**config.mk**
```make
export PLATFORM = sky130hd
export DESIGN_NAME = fraction_arith_reduce_top
export DESIGN_NICKNAME = d
export VERILOG_FILES = /design/src/rtl/frac_pkg.sv /design/src/rtl/frac_ctrl.sv /design/src/rtl/frac_dp.sv /design/src/rtl/fraction_arith_reduce_top.sv
export SDC_FILE = /design/constraint.sdc
export NUM_CORES = 2
export LEC_CHECK = 0
export ABC_CLOCK_PERIOD_IN_PS = 17600
export BUFFER_PORTS_ARGS = -buffer_cell sky130_fd_sc_hd__buf_4
export CORE_UTILIZATION = 59
export CTS_CLUSTER_DIAMETER = 60
export DETAILED_ROUTE_END_ITERATION = 7
export MAX_ROUTING_LAYER = met4
export PLACE_DENSITY = 0.8
export SKIP_CTS_REPAIR_TIMING = 1
export SLEW_MARGIN = 20
export SYNTH_ARGS = -nofsm -noshare
export SYNTH_HDL_FRONTEND = slang
export SYNTH_HIERARCHICAL = 1
export SYNTH_SLANG_ARGS = --single-unit
```
**constraint.sdc**
```tcl
create_clock -name clk -period 17.6 [get_ports clk]
set_clock_uncertainty 0.05 [all_clocks]
set_input_delay 3.52 -clock clk [delete_from_list [all_inputs] [get_ports clk]]
set_output_delay 3.52 -clock clk [all_outputs]
set_load 0.01 [all_outputs]
```
**src/rtl/frac_pkg.sv**
```systemverilog
// Shared types and constants for the fraction arithmetic block.
`timescale 1ns / 1ps
package frac_pkg;

	localparam int OPERAND_BITS_DEF = 16;
	localparam int FIELD_W          = 16;
	localparam int NUM_W            = 32;
	localparam int DEN_W            = 30;

	localparam logic [DEN_W-1:0] DEN_MAX = '1;

	localparam logic STATUS_OK       = 1'b0;
	localparam logic STATUS_ZERO_DEN = 1'b1;

	typedef enum logic [1:0] {
		KIND_ADD = 2'd0,
		KIND_SUB = 2'd1,
		KIND_MUL = 2'd2,
		KIND_DIV = 2'd3
	} frac_kind_t;

	typedef enum logic [2:0] {
		ST_IDLE,
		ST_MUL_NUM,
		ST_MUL_CROSS,
		ST_MUL_DEN,
		ST_COMBINE,
		ST_GCD,
		ST_DIV,
		ST_FINISH
	} frac_state_t;

	typedef enum logic [1:0] {
		MUL_NUM,
		MUL_CROSS,
		MUL_DEN
	} frac_mul_sel_t;

	typedef struct packed {
		frac_kind_t              kind;
		logic signed [FIELD_W-1:0] left_num;
		logic signed [FIELD_W-1:0] left_den;
		logic signed [FIELD_W-1:0] right_num;
		logic signed [FIELD_W-1:0] right_den;
	} frac_req_t;

	typedef struct packed {
		logic signed [NUM_W-1:0] result_num;
		logic [DEN_W-1:0]        result_den;
		logic                    status;
	} frac_rsp_t;

	typedef struct packed {
		logic          load_in;
		logic          mul_en;
		frac_mul_sel_t mul_sel;
		logic          combine;
		logic          gcd_step;
		logic          div_start;
		logic          div_step;
		logic          out_load;
	} frac_cmd_t;

	typedef struct packed {
		frac_kind_t kind;
		logic       den_zero;
		logic       gcd_done;
		logic       div_last;
	} frac_stat_t;

endpackage

```
**src/rtl/frac_ctrl.sv**
```systemverilog
// Sequencing state machine for the fraction arithmetic block.
`timescale 1ns / 1ps
module frac_ctrl import frac_pkg::*; (
	input  logic       clk,
	input  logic       arst_n,
	input  logic       in_valid,
	output logic       in_stall,
	input  logic       out_stall,
	output logic       out_valid,
	input  frac_stat_t stat,
	output frac_cmd_t  cmd
);

	frac_state_t state_q, state_nxt;
	logic        out_valid_q;
	logic        out_free;

	assign out_free  = !out_valid_q || !out_stall;
	assign out_valid = out_valid_q;
	assign in_stall  = (state_q != ST_IDLE);

	always_comb begin
		state_nxt = state_q;
		unique case (state_q)
			ST_IDLE: begin
				if (in_valid) state_nxt = ST_MUL_NUM;
			end
			ST_MUL_NUM: begin
				if (stat.kind == KIND_ADD || stat.kind == KIND_SUB) state_nxt = ST_MUL_CROSS;
				else state_nxt = ST_MUL_DEN;
			end
			ST_MUL_CROSS: state_nxt = ST_MUL_DEN;
			ST_MUL_DEN:   state_nxt = ST_COMBINE;
			ST_COMBINE: begin
				state_nxt = stat.den_zero ? ST_FINISH : ST_GCD;
			end
			ST_GCD: begin
				if (stat.gcd_done) state_nxt = ST_DIV;
			end
			ST_DIV: begin
				if (stat.div_last) state_nxt = ST_FINISH;
			end
			ST_FINISH: begin
				if (out_free) state_nxt = ST_IDLE;
			end
			default: state_nxt = ST_IDLE;
		endcase
	end

	always_comb begin
		cmd           = '0;
		cmd.mul_sel   = MUL_NUM;
		unique case (state_q)
			ST_IDLE:      cmd.load_in = in_valid;
			ST_MUL_NUM: begin
				cmd.mul_en  = 1'b1;
				cmd.mul_sel = MUL_NUM;
			end
			ST_MUL_CROSS: begin
				cmd.mul_en  = 1'b1;
				cmd.mul_sel = MUL_CROSS;
			end
			ST_MUL_DEN: begin
				cmd.mul_en  = 1'b1;
				cmd.mul_sel = MUL_DEN;
			end
			ST_COMBINE:   cmd.combine = 1'b1;
			ST_GCD: begin
				cmd.gcd_step  = !stat.gcd_done;
				cmd.div_start = stat.gcd_done;
			end
			ST_DIV:       cmd.div_step = 1'b1;
			ST_FINISH:    cmd.out_load = out_free;
			default:      cmd.load_in = 1'b0;
		endcase
	end

	always_ff @(posedge clk or negedge arst_n) begin
		if (!arst_n) begin
			state_q     <= ST_IDLE;
			out_valid_q <= 1'b0;
		end else begin
			state_q <= state_nxt;
			if (cmd.out_load) out_valid_q <= 1'b1;
			else if (!out_stall) out_valid_q <= 1'b0;
		end
	end

	a_accept_starts: assert property (@(posedge clk) disable iff (!arst_n)
		(in_valid && !in_stall) |=> (state_q == ST_MUL_NUM))
		else $error("accepted request did not start the multiply sequence");

	a_valid_from_finish: assert property (@(posedge clk) disable iff (!arst_n)
		$rose(out_valid_q) |-> $past(state_q == ST_FINISH))
		else $error("result became valid outside the finish step");

	a_no_load_while_full: assert property (@(posedge clk) disable iff (!arst_n)
		(cmd.out_load && out_valid_q) |-> !out_stall)
		else $error("result register overwritten while stalled");

endmodule

```
**src/rtl/frac_dp.sv**
```systemverilog
// Datapath: operand capture, shared multiplier, binary GCD and two-lane divider.
`timescale 1ns / 1ps
module frac_dp import frac_pkg::*; #(
	parameter int OPERAND_BITS = OPERAND_BITS_DEF
) (
	input  logic       clk,
	input  logic       arst_n,
	input  frac_req_t  req,
	input  frac_cmd_t  cmd,
	output frac_stat_t stat,
	output frac_rsp_t  rsp
);

	localparam int B  = OPERAND_BITS;
	localparam int W  = 2 * B;
	localparam int KW = $clog2(W);
	localparam int XW = (W > NUM_W) ? W : NUM_W;

	localparam int IX_LN = 0;
	localparam int IX_LD = 1;
	localparam int IX_RN = 2;
	localparam int IX_RD = 3;

	// operand capture, kept as sign and magnitude
	logic [3:0][B-1:0] raw_in;
	logic [3:0][B-1:0] mag_in;
	logic [3:0][B-1:0] mag_q;
	logic [3:0]        neg_q;
	frac_kind_t        kind_q;

	assign raw_in[IX_LN] = B'($unsigned(req.left_num));
	assign raw_in[IX_LD] = B'($unsigned(req.left_den));
	assign raw_in[IX_RN] = B'($unsigned(req.right_num));
	assign raw_in[IX_RD] = B'($unsigned(req.right_den));

	always_comb begin
		for (int i = 0; i < 4; i++) begin
			mag_in[i] = raw_in[i][B-1] ? (~raw_in[i] + 1'b1) : raw_in[i];
		end
	end

	always_ff @(posedge clk) begin
		if (cmd.load_in) begin
			kind_q <= req.kind;
			mag_q  <= mag_in;
			for (int i = 0; i < 4; i++) neg_q[i] <= raw_in[i][B-1];
		end
	end

	// shared multiplier, one product per cycle
	logic [B-1:0] mul_a, mul_b;
	logic         mul_neg;
	logic [W-1:0] prod;
	logic [W-1:0] p_num_q, p_cross_q, p_den_q;
	logic         p_num_neg_q, p_cross_neg_q, p_den_neg_q;

	always_comb begin
		unique case (cmd.mul_sel)
			MUL_NUM: begin
				mul_a = mag_q[IX_LN];
				if (kind_q == KIND_MUL) begin
					mul_b   = mag_q[IX_RN];
					mul_neg = neg_q[IX_LN] ^ neg_q[IX_RN];
				end else begin
					mul_b   = mag_q[IX_RD];
					mul_neg = neg_q[IX_LN] ^ neg_q[IX_RD];
				end
			end
			MUL_CROSS: begin
				mul_a   = mag_q[IX_LD];
				mul_b   = mag_q[IX_RN];
				mul_neg = neg_q[IX_LD] ^ neg_q[IX_RN];
			end
			MUL_DEN: begin
				mul_a = mag_q[IX_LD];
				if (kind_q == KIND_DIV) begin
					mul_b   = mag_q[IX_RN];
					mul_neg = neg_q[IX_LD] ^ neg_q[IX_RN];
				end else begin
					mul_b   = mag_q[IX_RD];
					mul_neg = neg_q[IX_LD] ^ neg_q[IX_RD];
				end
			end
			default: begin
				mul_a   = '0;
				mul_b   = '0;
				mul_neg = 1'b0;
			end
		endcase
	end

	assign prod = mul_a * mul_b;

	always_ff @(posedge clk) begin
		if (cmd.mul_en) begin
			unique case (cmd.mul_sel)
				MUL_NUM: begin
					p_num_q     <= prod;
					p_num_neg_q <= mul_neg;
				end
				MUL_CROSS: begin
					p_cross_q     <= prod;
					p_cross_neg_q <= mul_neg;
				end
				MUL_DEN: begin
					p_den_q     <= prod;
					p_den_neg_q <= mul_neg;
				end
				default: begin
					p_num_q <= p_num_q;
				end
			endcase
		end
	end

	// signed-magnitude sum, then the denominator's sign moves to the numerator
	logic [W-1:0] sa_mag, sb_mag, s_mag;
	logic         sa_neg, sb_neg, s_neg, num_neg_nxt, addsub;

	always_comb begin
		addsub = (kind_q == KIND_ADD) || (kind_q == KIND_SUB);
		sa_mag = p_num_q;
		sa_neg = p_num_neg_q && (p_num_q != '0);
		sb_mag = addsub ? p_cross_q : '0;
		sb_neg = (p_cross_neg_q ^ (kind_q == KIND_SUB)) && (sb_mag != '0);
		if (sa_neg == sb_neg) begin
			s_mag = sa_mag + sb_mag;
			s_neg = sa_neg;
		end else if (sa_mag >= sb_mag) begin
			s_mag = sa_mag - sb_mag;
			s_neg = sa_neg;
		end else begin
			s_mag = sb_mag - sa_mag;
			s_neg = sb_neg;
		end
		num_neg_nxt = (s_neg ^ (p_den_neg_q && (p_den_q != '0))) && (s_mag != '0);
	end

	// binary GCD: b stays nonzero, common factors of two counted in k
	logic [W-1:0]  a_q, b_q;
	logic [KW-1:0] k_q;
	logic [W-1:0]  num_mag_q, den_mag_q;
	logic          num_neg_q, err_q;

	always_ff @(posedge clk) begin
		if (cmd.combine) begin
			a_q <= s_mag;
			b_q <= p_den_q;
			k_q <= '0;
		end else if (cmd.gcd_step) begin
			priority if (!a_q[0] && !b_q[0]) begin
				a_q <= a_q >> 1;
				b_q <= b_q >> 1;
				k_q <= k_q + 1'b1;
			end else if (!a_q[0]) begin
				a_q <= a_q >> 1;
			end else if (!b_q[0]) begin
				b_q <= b_q >> 1;
			end else if (a_q >= b_q) begin
				a_q <= (a_q - b_q) >> 1;
			end else begin
				b_q <= (b_q - a_q) >> 1;
			end
		end
	end

	// restoring division of both magnitudes by the GCD, one bit per cycle;
	// the quotient shifts into the dividend register
	logic [W-1:0]  d_q, num_rem_q, den_rem_q;
	logic [KW-1:0] cnt_q;
	logic [W:0]    n_t, dn_t, n_diff, dn_diff;
	logic          n_ge, dn_ge;

	always_comb begin
		n_t     = {num_rem_q, num_mag_q[W-1]};
		dn_t    = {den_rem_q, den_mag_q[W-1]};
		n_diff  = n_t - {1'b0, d_q};
		dn_diff = dn_t - {1'b0, d_q};
		n_ge    = n_t >= {1'b0, d_q};
		dn_ge   = dn_t >= {1'b0, d_q};
	end

	always_ff @(posedge clk) begin
		if (cmd.combine) begin
			num_mag_q <= s_mag;
			num_neg_q <= num_neg_nxt;
			den_mag_q <= p_den_q;
			err_q     <= (p_den_q == '0);
		end else if (cmd.div_step) begin
			num_mag_q <= {num_mag_q[W-2:0], n_ge};
			den_mag_q <= {den_mag_q[W-2:0], dn_ge};
		end
	end

	always_ff @(posedge clk) begin
		if (cmd.div_start) begin
			d_q       <= b_q << k_q;
			num_rem_q <= '0;
			den_rem_q <= '0;
			cnt_q     <= KW'(W - 1);
		end else if (cmd.div_step) begin
			num_rem_q <= n_ge ? n_diff[W-1:0] : n_t[W-1:0];
			den_rem_q <= dn_ge ? dn_diff[W-1:0] : dn_t[W-1:0];
			cnt_q     <= cnt_q - 1'b1;
		end
	end

	// output formatting with saturation
	logic [XW-1:0]    nx, dx;
	logic [NUM_W-1:0] n_sat, n_out;
	logic [DEN_W-1:0] d_out;
	frac_rsp_t        rsp_q;

	always_comb begin
		nx = XW'(num_mag_q);
		dx = XW'(den_mag_q);
		if (num_neg_q) begin
			n_sat = (nx > XW'(33'h0_8000_0000)) ? 32'h8000_0000 : nx[NUM_W-1:0];
			n_out = ~n_sat + 1'b1;
		end else begin
			n_sat = (nx > XW'(33'h0_7FFF_FFFF)) ? 32'h7FFF_FFFF : nx[NUM_W-1:0];
			n_out = n_sat;
		end
		if (err_q) d_out = '0;
		else d_out = (dx > XW'(DEN_MAX)) ? DEN_MAX : dx[DEN_W-1:0];
	end

	always_ff @(posedge clk) begin
		if (cmd.out_load) begin
			rsp_q.result_num <= n_out;
			rsp_q.result_den <= d_out;
			rsp_q.status     <= err_q ? STATUS_ZERO_DEN : STATUS_OK;
		end
	end

	assign rsp           = rsp_q;
	assign stat.kind     = kind_q;
	assign stat.den_zero = (p_den_q == '0);
	assign stat.gcd_done = (a_q == '0);
	assign stat.div_last = (cnt_q == '0);

	a_gcd_b_nonzero: assert property (@(posedge clk) disable iff (!arst_n)
		cmd.gcd_step |-> (b_q != '0))
		else $error("GCD operand b reached zero");

	a_divisor_nonzero: assert property (@(posedge clk) disable iff (!arst_n)
		cmd.div_start |=> (d_q != '0))
		else $error("division started with a zero divisor");

	a_exact_division: assert property (@(posedge clk) disable iff (!arst_n)
		(cmd.out_load && !err_q) |-> (num_rem_q == '0 && den_rem_q == '0))
		else $error("reduction left a nonzero remainder");

endmodule

```
**src/rtl/fraction_arith_reduce_top.sv**
```systemverilog
// Top level of the fraction arithmetic block with GCD reduction.
`timescale 1ns / 1ps
// Takes one request of two signed fractions and an operation (add, subtract,
// multiply, divide) and returns the result reduced to lowest terms with a
// positive denominator. A zero result denominator gives status 1, den 0 and
// the unreduced numerator. One request is worked at a time: capture,
// two or three products on one shared multiplier, a combine step, a binary
// GCD of subtract/shift steps whose length depends on the data, then
// bit-serial division of numerator and denominator in parallel, and a load
// of the result register. A zero result denominator skips the GCD and the
// division. A new request is taken while the previous result still waits in
// the output register.
module fraction_arith_reduce_top import frac_pkg::*; #(
	parameter int OPERAND_BITS = OPERAND_BITS_DEF
) (
	input  logic      clk,
	input  logic      arst_n,
	input  logic      operand_valid,
	output logic      operand_stall,
	input  frac_req_t operand,
	output logic      result_valid,
	input  logic      result_stall,
	output frac_rsp_t result
);

	frac_cmd_t  cmd;
	frac_stat_t stat;

	frac_ctrl u_ctrl (
		.clk       (clk),
		.arst_n    (arst_n),
		.in_valid  (operand_valid),
		.in_stall  (operand_stall),
		.out_stall (result_stall),
		.out_valid (result_valid),
		.stat      (stat),
		.cmd       (cmd)
	);

	frac_dp #(
		.OPERAND_BITS (OPERAND_BITS)
	) u_dp (
		.clk    (clk),
		.arst_n (arst_n),
		.req    (operand),
		.cmd    (cmd),
		.stat   (stat),
		.rsp    (result)
	);

endmodule

```
# ---- After elaboration in Yosys (flattened, before gate mapping)
# Cells that the tools add are included.
dict set report word_totals {
  out_inout_bits 65
  ff_bits 472
  word_cells 178
  input_bits 70
}
dict set report op_classes {
  n_lt_le_gt_ge 7
  n_mul 1
  n_reduce_logical 35
  n_mux 54
  bitwise_logic 11
  addsub 14
  eq_ne 21
  n_shift 1
}
# cell n
set op_table {}
lappend op_table {{32-bit two-way mux} 24}
lappend op_table {{32-bit subtractor} 6}
lappend op_table {{32-bit nonzero test} 4}
lappend op_table {{33-bit by 32-bit >= comparator with 1-bit output} 2}
lappend op_table {{16-bit by 1-bit adder with 16-bit output, second input constant} 4}
lappend op_table {{32-bit >= comparator} 2}
lappend op_table {{32-bit logical NOT} 2}
lappend op_table {{16-bit NOT} 4}
lappend op_table {{15-bit two-way mux} 4}
lappend op_table {{16-bit one-hot mux with 3 select lines} 1}
lappend op_table {{32-bit by 1-bit adder with 32-bit output, second input constant} 1}
lappend op_table {{32-bit adder} 1}
lappend op_table {{32-bit by 30-bit greater-than comparator with 1-bit output, second input constant} 1}
lappend op_table {{32-bit by 31-bit greater-than comparator with 1-bit output, second input constant} 1}
lappend op_table {{32-bit greater-than comparator, second input constant} 1}
lappend op_table {{16-bit by 16-bit multiplier with 32-bit output} 1}
lappend op_table {{16-bit two-way mux} 2}
lappend op_table {{32-bit NOT} 1}
lappend op_table {{16-bit one-hot mux with 2 select lines} 1}
lappend op_table {{32-bit by 5-bit left shift with 32-bit output} 1}
lappend op_table {{30-bit two-way mux} 1}
lappend op_table {{3-bit one-hot mux with 8 select lines} 1}
lappend op_table {{3-bit == test, second input constant} 4}
lappend op_table {{1-bit two-way mux} 12}
lappend op_table {{other kinds (27)} 62}

# ---- Depth between registers and ports, before layout
dict set report depth {
  word_depth 9
  ltp_mapped 37
  mapped_depth_nobuf 33
}

# ---- By module
# Netlist, hierarchy kept.
# mod area_each_um2 seq_area_each_um2 n_inst cells_each
set modules_own_cells {}
lappend modules_own_cells {frac_dp 42593.4 13312.8 1 4765}
lappend modules_own_cells {frac_ctrl 316.6 100.1 1 37}

# ---- Worst setup path after synthesis
# Ideal clock, no wire load.
dict set report synth_timing {
  path_type {reg2reg}
  startpoint {register u_ctrl.state_q[0]}
  endpoint {register u_dp.p_cross_q[28], data pin}
  slack_ns 9.075
  path_buffers 4
  period_less_slack_ns 8.525
  t_required_ns 17.283
  path_stages_with_launch 33
  arrival_ns 8.208
  setup_time_ns 0.267
  cell_sequence {dfrtp_1 > clkbuf_8 > nor3b_1 > inv_1 > ha_1 > clkbuf_1 > mux2_2 > a21o_1 > clkbuf_1 > buf_1 > a22oi_1 > nor2_1 > fa_1 > fa_1 > fa_1 > fa_1 > fa_1 > inv_1 > fa_1 > inv_1 > ha_1 > a21o_1 > a21oi_1 > nor2b_1 > or3b_2 > a21o_1 > a41oi_1 > o21ai_0 > o31ai_1 > nand2b_1 > a211oi_1 > nor2b_1 > xnor2_1}
}
# item line_no
set synth_rtl {}
lappend synth_rtl {{from (decl)} frac_ctrl.sv:14} ;# frac_state_t state_q, state_nxt;
lappend synth_rtl {{from (signal assigned)} frac_ctrl.sv:83} ;# state_q <= state_nxt;
lappend synth_rtl {{to (signal assigned)} frac_dp.sv:102} ;# p_cross_q <= prod;
lappend synth_rtl {{to (decl)} frac_dp.sv:54} ;# logic [W-1:0] p_num_q, p_cross_q, p_den_q;

==> flow_summary.toml <==
[outcome]
status = "finished clean"

[global_routing]
first_global_vias = 34800
grt_pass1_wl_um = 202000
grt_usage = 0.365
grt_max_degree = 179
antenna_found_initial = 4
grt.overflow.total = 0

[logic_synthesis]
synthArstFlopShare = 0.00847
syn-cell-area_um2 = 42900
ys_ff_latch = 472
yosysSeqAreaShare = 0.313
synth_ff_type = "edfxtp_1"
yosysWarnings = 6
synth_top_cell_by_area = "edfxtp_1"
synth_top_family_by_area = "adder cells"
synth_area_leaders = "edfxtp_1 28%, ha_1 9.9%, fa_1 9.4%"
synthSimpleGateAreaFrac = 0.168
syn_inst = 4802
synth_top_area_share = 0.276
synthMuxAreaShare = 0.0343
syn_avg_cell_area_um2 = 8.94
synth_edf_count = 394
synth_fa_ha_area_frac = 0.192
synth.distinct_cells = 106
synth-compound-area-share = 0.181
synth_nets = 5411
synth-xor-area-share = 0.0441

[setup_path]
cp.arrival_ns = 10.26
critPathMaxStageDelay_ns = 0.64
cp_max_fo = 31
path_buf_inv = 5
rr_endpoint = "u_dp/p_den_q[31]"
cp_slowest_cell = "a22oi_1"
critPathCaptureType = "flip-flop"
startpoint_type = "flip-flop"
r2r_cells = 28
reg2reg_slack_ns = 7.64
crit_type = "reg2reg"
worstPathRequired_ns = 17.90
cp_top_family = "adder cells"
r2r_start = "u_ctrl/state_q[1]"

[sta]
setup_violations = 0
finalWorstSetupSlack_ns = 7.64
fmax_mhz = 100
tightest_slew_ns = 1.15
slew_headroom = 0.233
setup_tns_ns = 0
period_share = 0.566
fin_crit_ns = 9.96
rsz0062_at_grt = "false"
whs_ns = 0.436
slew_viol_final = 0
hold_viol_final = 0

[floorplanning]
num_rows = 98
die-height_um = 272
start_util = 0.598
io_pins = 135
core_um2 = 71700
die_w_um = 272
die_area_um2 = 73800

[placement]
dpl.hpwl_um = 104000
dp_slack_ns = 7.87
placed_cells = 5682
gp_congestion = 1.04
port_buffers = 134

[hold_path]
hp-class = "reg2reg"
hold_path_end = "u_dp/den_rem_q[31]"
hold_path_depth = 2
min-delay-start = "u_dp/den_rem_q[31]"

[routing]
dr.first_iter.drc_count = 4210
final_antenna_net_count = 0
post_drt_wl_per_cell_um = 23.1
wl_um = 134000
vias = 36800
firstDrtPassIters = 6
drc_errors = 0
via_per_inst = 6.36

[clocking]
clock-root-buffer = "clkbuf_16"
cts_made_buffers = 54
clk_pin_slew_ns = 0.06
cts_sinks = 472
cts_tree = "yes"
clockBufferDepth = 3
clock_latency_ns = 0.67
cts-htree-levels = 2

[power]
leakage_uw = 0.0194
power_density_nw_per_um2 = 50.9
peakVddDrop_mv = 0.0918

[final_layout]
layout_common_cells = "510 x nor2_1, 505 x inv_1, 429 x nand2_1"
drive_gt1_frac = 0.0828
fin_util = 0.645
final_common_cell = "nor2_1"
instances_no_fill = 5785
nNetsFinal = 5398
syn_to_final_growth_pct = 7.86

[job]
drv_cap = 0
[worst max path at each step]
stage | start | endpoint | slack, ns | cells past startpoint
2_1_floorplan | u_ctrl/state_q[0] | u_dp/p_cross_q[28] | 9.07 | 32
3_3_place_gp | u_ctrl/state_q[1] | u_dp/p_cross_q[28] | 8.09 | 29
3_5_place_dp | u_ctrl/state_q[1] | u_dp/p_num_q[31] | 7.87 | 28
4_1_cts | u_ctrl/state_q[1] | u_dp/p_den_q[28] | 7.78 | 28
5_1_grt | u_ctrl/state_q[1] | u_dp/p_cross_q[28] | 7.00 | 28
6_report | u_ctrl/state_q[1] | u_dp/p_den_q[31] | 7.64 | 28
[where the power goes]
part           internal [uW]  total (uW)      switching (uW)
Combinational           21.3        41.7                20.4
Sequential              1200        1200  0.0000000000000149
Clock                    627        1120                 490
Total                   1850        2360                 511
[through the flow]
| step | area, um^2 | total power (uW) |
|---|---|---|
| floorplan | 42900 | 1240 |
| global placement | 44500 | 1260 |
| detailed placement | 44500 | 1260 |
| CTS | 46300 | 2370 |
| global route | 46300 | 2420 |
| finish | 46300 | 2360 |
[registers in the layout, indices dropped and copies added (netlist names), 5 cells and up]
signal          cells
u_dp/a_q           32
u_dp/b_q           32
u_dp/num_mag_q     32
u_dp/d_q           32
u_dp/den_rem_q     32
u_dp/den_mag_q     32
u_dp/p_num_q       32
u_dp/k_q            5
u_dp/num_rem_q     32
u_dp/mag_q         64
u_dp/rsp           63
u_dp/p_den_q       32
u_dp/cnt_q          5
u_dp/p_cross_q     32
[cells by family (layout without fill, tap and decap cells)]
group,Yosys count,in the layout
compound gates,1159,1159
other cells,0,2
flops,472,472
simple gates,1538,1538
xor+xnor,216,216
fa+ha+maj,539,539
mux,126,126
buf+inv,752,783
[synthesized netlist by cell type (25+ instances only)]
library cell and n:
o21ai_0 243, edfxtp_1 394, a211oi_1 59, a311oi_1 29, a21oi_1 279, nor2b_1 38
nand2b_1 91, clkbuf_1 181, xnor2_1 156, o31ai_1 31, a221oi_1 31, a22oi_1 55
nand2_1 430, fa_1 201, buf_2 27, and3_1 25, inv_1 505, mux2i_1 73
nor3_1 96, or3_1 42, o21a_1 28, o21bai_1 33, nand4_1 28, xor2_1 60
nand3_1 91, a21o_1 101, nor4_1 58, or2_2 32, dfxtp_1 74, ha_1 338
mux2_2 40, a31oi_1 33, nor2_1 512, o211ai_1 33
[routing by layer]
metal	track usage	wire length (um)	up-vias	part of all wire
li1	-	-	16900	-
met1	0.467	53500	17800	0.40
met2	0.569	61600	1676	0.46
met3	0.0705	12100	332	0.091
met4	0.148	6300	0	0.047
met5	-	0	-	0
[layout make-up]
class | count | area, um^2
diodes | 2 | 5.00
fillers | 5921 | 25400
clock buffers | 69 | 1440
multi-input cells | 3578 | 26700
inverters | 509 | 1910
flip-flops and latches | 472 | 13400
well taps | 950 | 1190
repair buffers | 174 | 1330
clock inverters | 31 | 317
[worst min-delay path, stage by stage, from the launching register on]
cell and delay [ns]:
dfxtp_1 0.31, nor2_1 0.08, a211oi_1 0.05
Power figures use the tool's default switching activity.
